## src/sv/ffha_pkg.sv

```systemverilog
package ffha_pkg;

  // Fixed field widths
  localparam int unsigned SIZE_W         = 17;  // payload size / break offset
  localparam int unsigned OFF_W          = 19;  // walk offset, room for p + 8 + size
  localparam int unsigned HDR_W          = SIZE_W + 1;
  localparam int unsigned DEF_HEAP_WORDS = 16384;

  localparam logic [OFF_W-1:0] HDR_BYTES  = OFF_W'(8);
  localparam logic [31:0]      MAX_REQ    = 32'hFFFF_FFFC;
  localparam logic [32:0]      SPLIT_MIN  = 33'd12;  // header plus smallest remainder
  localparam logic [SIZE_W-1:0] LIMIT_RST = SIZE_W'(65536);

  // Configuration register indexes
  localparam logic REG_HEAP_BASE  = 1'b0;
  localparam logic REG_HEAP_LIMIT = 1'b1;

  typedef enum logic [1:0] {RD_NONE, RD_P, RD_NP} rd_op_t;

  typedef enum logic [2:0] {
    WR_NONE, WR_SPLIT, WR_TAKE_H, WR_TAKE_SZ, WR_APPEND, WR_FREE, WR_MERGE
  } wr_op_t;

  typedef enum logic [1:0] {P_KEEP, P_ZERO, P_NP, P_NPQ} p_op_t;

  typedef enum logic [2:0] {RES_NONE, RES_P, RES_BRK, RES_FAIL, RES_ZERO} res_op_t;

  typedef struct packed {
    logic    load;
    rd_op_t  rd;
    wr_op_t  wr;
    p_op_t   pop;
    res_op_t res;
    logic    brk_upd;
  } cmd_t;

  typedef struct packed {
    logic bad_req;   // zero size or rounding overflow
    logic p_in;      // header at p lies below the break
    logic fit;       // header read is free and large enough
    logic split;     // remainder holds a header plus a word
    logic np_in;     // following header lies below the break
    logic rfree;     // header read is free
    logic hit;       // p is the released block
    logic addr_zero; // release of address 0
    logic app_ok;    // appended block stays within the limit
    logic [SIZE_W-1:0] brk;
  } sts_t;

endpackage

```

## src/sv/ffha_ctrl.sv

```systemverilog
module ffha_ctrl (
  input  logic          clk,
  input  logic          rst,
  input  logic          in_valid,
  input  logic          in_func,
  output logic          in_ready,
  output logic          out_valid,
  input  logic          out_ready,
  input  ffha_pkg::sts_t sts,
  output ffha_pkg::cmd_t cmd
);
  import ffha_pkg::*;

  typedef enum logic [10:0] {
    S_IDLE  = 11'b000_0000_0001,
    S_AWALK = 11'b000_0000_0010,
    S_AEV   = 11'b000_0000_0100,
    S_ATAKE = 11'b000_0000_1000,
    S_AAPP  = 11'b000_0001_0000,
    S_RFIND = 11'b000_0010_0000,
    S_REV   = 11'b000_0100_0000,
    S_MRD   = 11'b000_1000_0000,
    S_MEV   = 11'b001_0000_0000,
    S_MNEV  = 11'b010_0000_0000,
    S_OUT   = 11'b100_0000_0000
  } state_t;

  state_t state, state_next;

  assign in_ready  = (state == S_IDLE);
  assign out_valid = (state == S_OUT);

  always_ff @(posedge clk) begin
    if (rst) begin
      state <= S_IDLE;
    end else begin
      state <= state_next;
    end
  end

  // Sequencing of the walks
  always_comb begin
    state_next  = state;
    cmd.load    = 1'b0;
    cmd.rd      = RD_NONE;
    cmd.wr      = WR_NONE;
    cmd.pop     = P_KEEP;
    cmd.res     = RES_NONE;
    cmd.brk_upd = 1'b0;
    case (state)
      S_IDLE: begin
        if (in_valid) begin
          cmd.load   = 1'b1;
          state_next = in_func ? S_RFIND : S_AWALK;
        end
      end
      S_AWALK: begin
        if (sts.bad_req) begin
          cmd.res    = RES_FAIL;
          state_next = S_OUT;
        end else if (sts.p_in) begin
          cmd.rd     = RD_P;
          state_next = S_AEV;
        end else begin
          state_next = S_AAPP;
        end
      end
      S_AEV: begin
        if (sts.fit) begin
          if (sts.split) begin
            cmd.wr     = WR_SPLIT;
            state_next = S_ATAKE;
          end else begin
            cmd.wr     = WR_TAKE_H;
            cmd.res    = RES_P;
            state_next = S_OUT;
          end
        end else begin
          cmd.pop    = P_NP;
          state_next = S_AWALK;
        end
      end
      S_ATAKE: begin
        cmd.wr     = WR_TAKE_SZ;
        cmd.res    = RES_P;
        state_next = S_OUT;
      end
      S_AAPP: begin
        if (sts.app_ok) begin
          cmd.wr      = WR_APPEND;
          cmd.res     = RES_BRK;
          cmd.brk_upd = 1'b1;
        end else begin
          cmd.res = RES_FAIL;
        end
        state_next = S_OUT;
      end
      S_RFIND: begin
        if (sts.addr_zero) begin
          cmd.res    = RES_ZERO;
          state_next = S_OUT;
        end else if (sts.p_in) begin
          cmd.rd     = RD_P;
          state_next = S_REV;
        end else begin
          cmd.pop    = P_ZERO;
          state_next = S_MRD;
        end
      end
      S_REV: begin
        if (sts.hit) begin
          cmd.wr     = WR_FREE;
          cmd.pop    = P_ZERO;
          state_next = S_MRD;
        end else begin
          cmd.pop    = P_NP;
          state_next = S_RFIND;
        end
      end
      S_MRD: begin
        if (sts.p_in) begin
          cmd.rd     = RD_P;
          state_next = S_MEV;
        end else begin
          cmd.res    = RES_ZERO;
          state_next = S_OUT;
        end
      end
      S_MEV: begin
        if (sts.rfree && sts.np_in) begin
          cmd.rd     = RD_NP;
          state_next = S_MNEV;
        end else begin
          cmd.pop    = P_NP;
          state_next = S_MRD;
        end
      end
      S_MNEV: begin
        // a merged header is read again in case the next block is free too
        if (sts.rfree) begin
          cmd.wr = WR_MERGE;
        end else begin
          cmd.pop = P_NPQ;
        end
        state_next = S_MRD;
      end
      S_OUT: begin
        if (out_ready) begin
          state_next = S_IDLE;
        end
      end
      default: state_next = S_IDLE;
    endcase
  end

endmodule

```

## config.mk

```make
export PLATFORM = sky130hd
export DESIGN_NAME = ffha_ctrl
export DESIGN_NICKNAME = d
export VERILOG_FILES = /design/src/sv/ffha_pkg.sv /design/src/sv/ffha_ctrl.sv
export SDC_FILE = /design/constraint.sdc
export NUM_CORES = 1
export LEC_CHECK = 0
export ABC_AREA = 1
export BUFFER_PORTS_ARGS = -buffer_cell sky130_fd_sc_hd__buf_2
export CAP_MARGIN = 20
export CORE_MARGIN = 5
export CORE_UTILIZATION = 47
export DETAILED_ROUTE_END_ITERATION = 8
export PLACE_DENSITY = 0.87
export SLEW_MARGIN = 20
export SYNTH_ARGS = -nofsm -noshare
export SYNTH_HDL_FRONTEND = slang
export SYNTH_SLANG_ARGS = --single-unit
```

## constraint.sdc

```tcl
create_clock -name clk -period 3.2 [get_ports clk]
set_input_delay 0.64 -clock clk [delete_from_list [all_inputs] [get_ports clk]]
set_output_delay 0.64 -clock clk [all_outputs]
set_load 0.02 [all_outputs]
```

Word level (Yosys, flattened, before mapping) --
Cells that the tools add are included.
Word-level totals: bits in registers 11, bits of input ports 31, output and inout port bits 14, logic and storage cells 59
Operators by class: equality and inequality tests 13, mux-type cells 42, reductions and logical operators 3
Operator list (count):
- case mux 11 bit (10 select lines) | 1
- two-way mux 11 bit | 7
- two-way mux 3 bit | 7
- case mux 3 bit (6 select lines) | 1
- two-way mux 8 bit | 2
- case mux 3 bit (5 select lines) | 1
- two-way mux 2 bit | 7
- == test 11 x 1 -> 1 bit (second input constant) | 1
- == test 11 x 10 -> 1 bit (second input constant) | 1
- == test 11 bit (second input constant) | 1
- == test 11 x 2 -> 1 bit (second input constant) | 1
- == test 11 x 3 -> 1 bit (second input constant) | 1
- == test 11 x 4 -> 1 bit (second input constant) | 1
- == test 11 x 5 -> 1 bit (second input constant) | 1
- == test 11 x 6 -> 1 bit (second input constant) | 1
- == test 11 x 7 -> 1 bit (second input constant) | 1
- == test 11 x 8 -> 1 bit (second input constant) | 1
- == test 11 x 9 -> 1 bit (second input constant) | 1
- two-way mux 1 bit | 11
- two-way mux 10 bit | 1
- case mux 2 bit (5 select lines) | 1
- case mux 2 bit (4 select lines) | 1
- two-way mux 6 bit | 1
- two-way mux 5 bit | 1
- 5 further kinds | 5

Depth between registers and ports, before layout --
Gate-level depths: netlist of the first run.
depth after elaboration 3, mapped depth 10, depth with buffers taken out 10

Least setup slack after synthesis of the first run --
No wires, ideal clock.
kind register to output, start reg state[8], end out cmd[5] in the netlist's numbering, arrival time 1.250 ns, required time 2.560 ns, setup slack 1.310 ns, stages on the path, launching flop included 6, path buffers 0, cells stage by stage dfxtp_1 > nor2_4 > nand2_4 > nor2_4 > nand2_1 > o2111ai_1
RTL lines:
- start: declaration | RTL line ffha_ctrl.sv:28 | state_t state, state_next;
- start signal: assignment | RTL line ffha_ctrl.sv:37 | state <= state_next;
- end: declaration | RTL line ffha_ctrl.sv:10 | output ffha_pkg::cmd_t cmd

==> flow_summary.json, run 1 <==
{
  "irDropWorstVdd_mv": 0.392,
  "clock_power_share": 0.217,
  "worstPathRequired_ps": 2560,
  "reg_top3": "state x11",
  "relSlewSlack": 0.737,
  "cp-endpoint": "cmd[5]",
  "synth_edf_count": 0,
  "min_period_over_period": 0.738,
  "max_freq_mhz": 423,
  "numCtsBuffers": 3,
  "synth_fa_ha_area_frac": 0,
  "rr_endpoint": "state[0]",
  "drt_pre_antenna_iters": 4,
  "synth_top_family_by_area": "simple AND/OR/NAND/NOR gates",
  "cts_tree": "done",
  "grt_usage": 0.179,
  "worstPathMaxFanout": 7,
  "drv_slew": 0,
  "muxShareOfSynthArea": 0,
  "antenna_found_initial": 0,
  "outcome": "complete, no violations",
  "cts.htree.levels": 1,
  "largest_register_ffs": 11,
  "fin_skew_ps": 12.9,
  "drtAntennaViolNets": 0,
  "p_switching_w": 0.000213,
  "synth-main-ff-cell": "dfxtp_1",
  "sw_frac_of_total": 0.445,
  "yosys_warnings": 0,
  "yosysSeqAreaShare": 0.268,
  "synth_common_cells": "nand2_1, inv_1, nor2_1, nand3_1, dfxtp_1",
  "grt_max_degree": 11,
  "r2r-start": "state[0]",
  "start_util": 0.487,
  "period_needed_ps": 2360,
  "internal-power_w": 0.000265,
  "clock_sink_count": 11,
  "final_net_count": 196,
  "synthArstFlopShare": 0,
  "synth_area_per_cell_sq_um": 6.13,
  "r2r_setup_slack_ps": 1750,
  "cp_slowest_cell": "dfxtp_1",
  "port_buffers": 27,
  "reg2reg_depth": 10,
  "cts_setup_buffers": 0,
  "synthesis.nets": 165,
  "routed_wl_um": 2170,
  "start_kind": "register",
  "synth-seq-cells": 11,
  "rsz0062_at_grt": "no",
  "synthToLayoutAreaGrowth_pct": 21.9,
  "hold_buffers": 0,
  "syn_inst": 134,
  "wl_per_cell_um": 12.0,
  "synth-xor-area-share": 0,
  "drcViolationCount": 0,
  "fillers": 173,
  "power_leakage_nw": 0.593,
  "pwr-share-comb": 0.457,
  "drtIter0Drc": 40,
  "slowest_delay_ps": 350,
  "power_density_nw_per_um2": 477,
  "seqPwrFrac": 0.326,
  "drive_gt1_frac": 0.287,
  "antenna_cells": 0,
  "via_per_inst": 5.17,
  "die_h_um": 51.8,
  "yosysUniqueCellTypes": 24,
  "hold_viol": 0,
  "worstMarginPinSlew_ps": 392,
  "grt_remaining_overflow": 0,
  "synthesis.area_sq_um": 822,
  "cp-startpoint": "state[1]",
  "yosys.area_share.simple": 0.566,
  "synth_most_common_cell": "nand2_1",
  "p_total_w": 0.000478,
  "synth_compound_area_frac": 0.0563,
  "cts.clk_slew.worst_paths_ps": 90,
  "core_sq_um": 1690,
  "path_cells": "nor2_1 > nand2_2 > nor2_4 > nand2_1 > or2_2 > o2111ai_1 > buf_2",
  "path_class": "register to output port",
  "grt_pass1_vias": 858,
  "fp.dieW_um": 51.8,
  "die_area_sq_um": 2690,
  "ios": 45,
  "synth.area.top_cells": "dfxtp_1, nand2_1, inv_1",
  "fin_setup_tns_ps": 0,
  "final_util": 0.593,
  "insertion_delay_ps": 290,
  "max_flop_register": "state",
  "vias": 936,
  "setup_viol": 0,
  "hold_class": "input port to register",
  "yosys.area.top_type": "dfxtp_1",
  "grt_pass1_wl_um": 3570,
  "end_kind": "output port",
  "dp_hpwl_um": 1750,
  "place.gp.congestion": 0.856,
  "synth_top_area_frac": 0.268,
  "rows": 15,
  "cts_resized": 0,
  "cts_buffer_depth": 2,
  "cts_root_buf": "clkbuf_4",
  "drv_cap": 0,
  "worstPathArrival_ps": 1720
}
## cell usage in the layout (no fill, tap or decap)
cell type,synthesis,final
a31oi_1,1,1
buf_2,0,27
nor2_8,1,1
inv_1,23,23
nand4_1,3,3
o211ai_1,2,2
nor2_4,3,3
clkbuf_4,0,3
nand3_1,17,17
nand2_1,28,28
o2111ai_1,1,1
nor2_2,2,2
o21ai_1,1,1
nor2_1,20,20
nand3_2,1,1
nand2_4,1,1
nor4_1,1,1
nor3_1,6,6
dfxtp_1,11,11
or2_2,1,1
o22ai_1,1,1
nand2_2,6,6
o21ai_0,1,1
or2_1,1,1
and3_2,1,1
clkinv_2,0,1
## metrics by stage
step           setup WS [ps]  instances  hold slack, ps  cell area [sq um]
2_1_floorplan           1310        134             549                822
3_3_place_gp            1170        177             611                975
3_5_place_dp            1170        177             619                975
4_1_cts                  836        181             549               1000
5_1_grt                  704        181             550               1000
6_report                 838        181             554               1000
## cells by family (layout without fill, tap and decap cells)
logic type / count (synthesis) / count (layout)
flops: 11 / 11
buf+inv: 24 / 54
compound gates: 7 / 7
simple gates: 92 / 92
## worst min-delay path by stage
| stage | from | endpoint | slack, ps | cells after the start |
|---|---|---|---|---|
| final | sts[25] | state[4] | 550 | 2 |
| after global routing | sts[25] | state[4] | 550 | 2 |
| after CTS | sts[25] | state[4] | 550 | 2 |
| after detailed placement | state[10] | state[0] | 620 | 3 |
| after global placement | state[3] | state[3] | 610 | 3 |
| after floorplan | state[10] | state[0] | 550 | 3 |
## worst max-delay path: cells and delay by family, from the launching register on
family	cells	cell delay, ps
AND/OR/NAND/NOR	5	820
flip-flops	1	350
buffers and inverters	1	190
AO/OA/AOI/OAI	1	70
## routing by layer
metal | track usage | wire length [um] | share of wire
met1 | 0.212 | 938 | 0.43
met2 | 0.303 | 1040 | 0.48
met3 | 0.0430 | 151 | 0.069
met4 | 0.0786 | 48 | 0.022
met5 | 0 | 0 | 0
## final cells by class
type	instances	area, sq um	area share
tap	17	21.3	0.0212
multi-input combinational	99	512	0.511
clock inverter	1	5.00	0.00499
clock buffer	3	22.5	0.0225
sequential	11	220	0.220
inverter	23	86.3	0.0861
timing repair buffer	27	135	0.135
## power by group through the flow
| stage | logic (W) | registers, W | clock network [W] |
|---|---|---|---|
| floorplan | 0.000167 | 0.000157 | 0 |
| detailed placement | 0.000219 | 0.000159 | 0 |
| global placement | 0.000210 | 0.000158 | 0 |
| global route | 0.000245 | 0.000157 | 0.000112 |
| finish | 0.000218 | 0.000156 | 0.000104 |
| CTS | 0.000219 | 0.000155 | 0.000106 |
No activity file was read; power rests on OpenSTA's default activity.
==> run 2, diff against run 1 <==
--- a/config.mk
+++ b/config.mk
@@ -9,9 +9,9 @@
 export BUFFER_PORTS_ARGS = -buffer_cell sky130_fd_sc_hd__buf_2
 export CAP_MARGIN = 20
 export CORE_MARGIN = 5
-export CORE_UTILIZATION = 47
+export CORE_UTILIZATION = 43
 export DETAILED_ROUTE_END_ITERATION = 8
-export PLACE_DENSITY = 0.87
+export PLACE_DENSITY = 0.81
 export SLEW_MARGIN = 20
 export SYNTH_ARGS = -nofsm -noshare
 export SYNTH_HDL_FRONTEND = slang
==> constraint.sdc (replaced) <==
create_clock -name clk -period 2.2 [get_ports clk]
set_input_delay 0.44 -clock clk [delete_from_list [all_inputs] [get_ports clk]]
set_output_delay 0.44 -clock clk [all_outputs]
set_load 0.02 [all_outputs]
==> flow_summary.json, run 2 (same netlist as run 1, synthesis figures left out) <==
{
  "cts_root_buf": "clkbuf_4",
  "whs_ps": 354,
  "cp_slowest_cell": "dfxtp_1",
  "outcome": "complete, no violations",
  "port_buffers": 27,
  "final_net_count": 198,
  "reg_top3": "state x11",
  "slowest_delay_ps": 340,
  "grt_max_degree": 11,
  "wl_per_cell_um": 11.3,
  "path_cells": "nor2_2 > nand2_2 > nor2_4 > nand2_1 > or2_2 > o2111ai_1 > buf_4",
  "final_common_cell": "nand2_1",
  "largest_register_ffs": 11,
  "drtAntennaViolNets": 0,
  "cts_tree": "done",
  "clock_sink_count": 11,
  "grt_remaining_overflow": 0,
  "whs_endpoint": "state[4]",
  "dp_hpwl_um": 1750,
  "drv_cap": 0,
  "irDropWorstVdd_mv": 0.412,
  "cp-startpoint": "state[6]",
  "grt_pass1_wl_um": 3460,
  "synthToLayoutAreaGrowth_pct": 25.4,
  "drcViolationCount": 0,
  "reg2reg_depth": 10,
  "start_util": 0.466,
  "register_area_sq_um": 220,
  "start_kind": "register",
  "worstPathArrival_ps": 1700,
  "place.gp.congestion": 0.865,
  "setup_viol": 0,
  "power_density_nw_per_um2": 686,
  "via_per_inst": 5.09,
  "end_kind": "output port",
  "dp.cells": 185,
  "drv_slew": 0,
  "fin_skew_ps": 2.34,
  "dp_slack_ps": 365,
  "critical_path_buf_inv_count": 1,
  "die_area_sq_um": 2890,
  "cts.htree.levels": 1,
  "worstPathMaxFanout": 6,
  "drtIter0Drc": 33,
  "hold_start": "sts[25]",
  "min_period_over_period": 0.974,
  "worstPathRequired_ps": 1760,
  "hold_class": "input port to register",
  "fillers": 194,
  "max_freq_mhz": 467,
  "antenna_cells": 0,
  "final_cells": 191,
  "numCtsBuffers": 3,
  "multi_input_area_sq_um": 514,
  "cts.clk_slew.worst_paths_ps": 70,
  "drt_pre_antenna_iters": 4,
  "ios": 45,
  "drive_gt1_frac": 0.295,
  "grt_pass1_vias": 862,
  "vias": 972,
  "path_class": "register to output port",
  "antenna_found_initial": 0,
  "power_leakage_nw": 0.602,
  "rr_endpoint": "state[0]",
  "routed_wl_um": 2160,
  "r2r_setup_slack_ps": 780,
  "hold_viol": 0,
  "fin_ws_ps": 57.2,
  "relSlewSlack": 0.771,
  "holdPathStages": 2,
  "max_flop_register": "state",
  "insertion_delay_ps": 270,
  "fin_setup_tns_ps": 0,
  "grt_usage": 0.167,
  "mostFrequentLayoutCells": "nand2_1, buf_2, inv_1",
  "r2r-start": "state[8]",
  "cts_buffer_depth": 2,
  "path_delay_family": "simple AND/OR/NAND/NOR gates",
  "worstMarginPinSlew_ps": 341,
  "period_needed_ps": 2140,
  "rows": 15,
  "die_h_um": 53.7,
  "fp.dieW_um": 53.7,
  "core_sq_um": 1760
}
## run 2: cell count changes in the layout (fill, tap and decap cells not counted)
cell	before	now
buf_4	0	3
clkinv_2	1	0
buf_2	27	26
clkbuf_1	0	1
nor2_1	20	19
nor2_2	2	3
## run 2: how the worst max path moves through the flow
| stage | end | cells after the start |
|---|---|---|
| 2_1_floorplan | cmd[5] | 5 |
| 6_report | cmd[5] | 7 |
| 3_3_place_gp | cmd[5] | 7 |
| 5_1_grt | cmd[5] | 7 |
| 4_1_cts | cmd[5] | 7 |
| 3_5_place_dp | cmd[5] | 7 |
## run 2: power breakdown
part           switching, W  internal (W)  total [W]
clock network     0.0000737     0.0000703   0.000144
logic              0.000218      0.000118   0.000336
registers         0.0000115      0.000215   0.000227
total              0.000303      0.000404   0.000707
## run 2: final cells by class
| class | count | area share |
|---|---|---|
| tap | 25 | 0.0303 |
| inverter | 23 | 0.0837 |
| clock buffer | 4 | 0.0255 |
| multi-input combinational | 99 | 0.499 |
| timing repair buffer | 29 | 0.148 |
| sequential | 11 | 0.214 |
## run 2: repair_timing
action                                  in CTS  in global routing
setup buffers                                0                  2
gates resized for setup                      0                  2
endpoints found under the setup margin       0                  2
hold buffers                                 0                  0
## run 2: through the flow
step / util / power [W] / area (sq um)
after floorplan: - / 0.000471 / 822
after global placement: 0.558 / 0.000539 / 985
after detailed placement: 0.558 / 0.000549 / 985
after CTS: 0.573 / 0.000693 / 1010
after global routing: 0.584 / 0.000759 / 1030
final: 0.584 / 0.000707 / 1030
## run 2: per-layer routing
metal,track usage,vias to the layer above,wire [um]
met2,0.260,46,935
met4,0.111,0,76
li1,-,498,-
met5,0,-,0
met1,0.205,419,961
met3,0.0360,9,186
## run 2: worst register-to-register path, stage by stage, from the launching register on
cell,delay [ps]
dfxtp_1,350
nor2_4,160
nand2_4,100
nor2_4,210
nand2_1,130
nand2_1,90
nor2_1,50
nand2_2,80
nand2_1,50
nand2_1,50
nand2_1,50
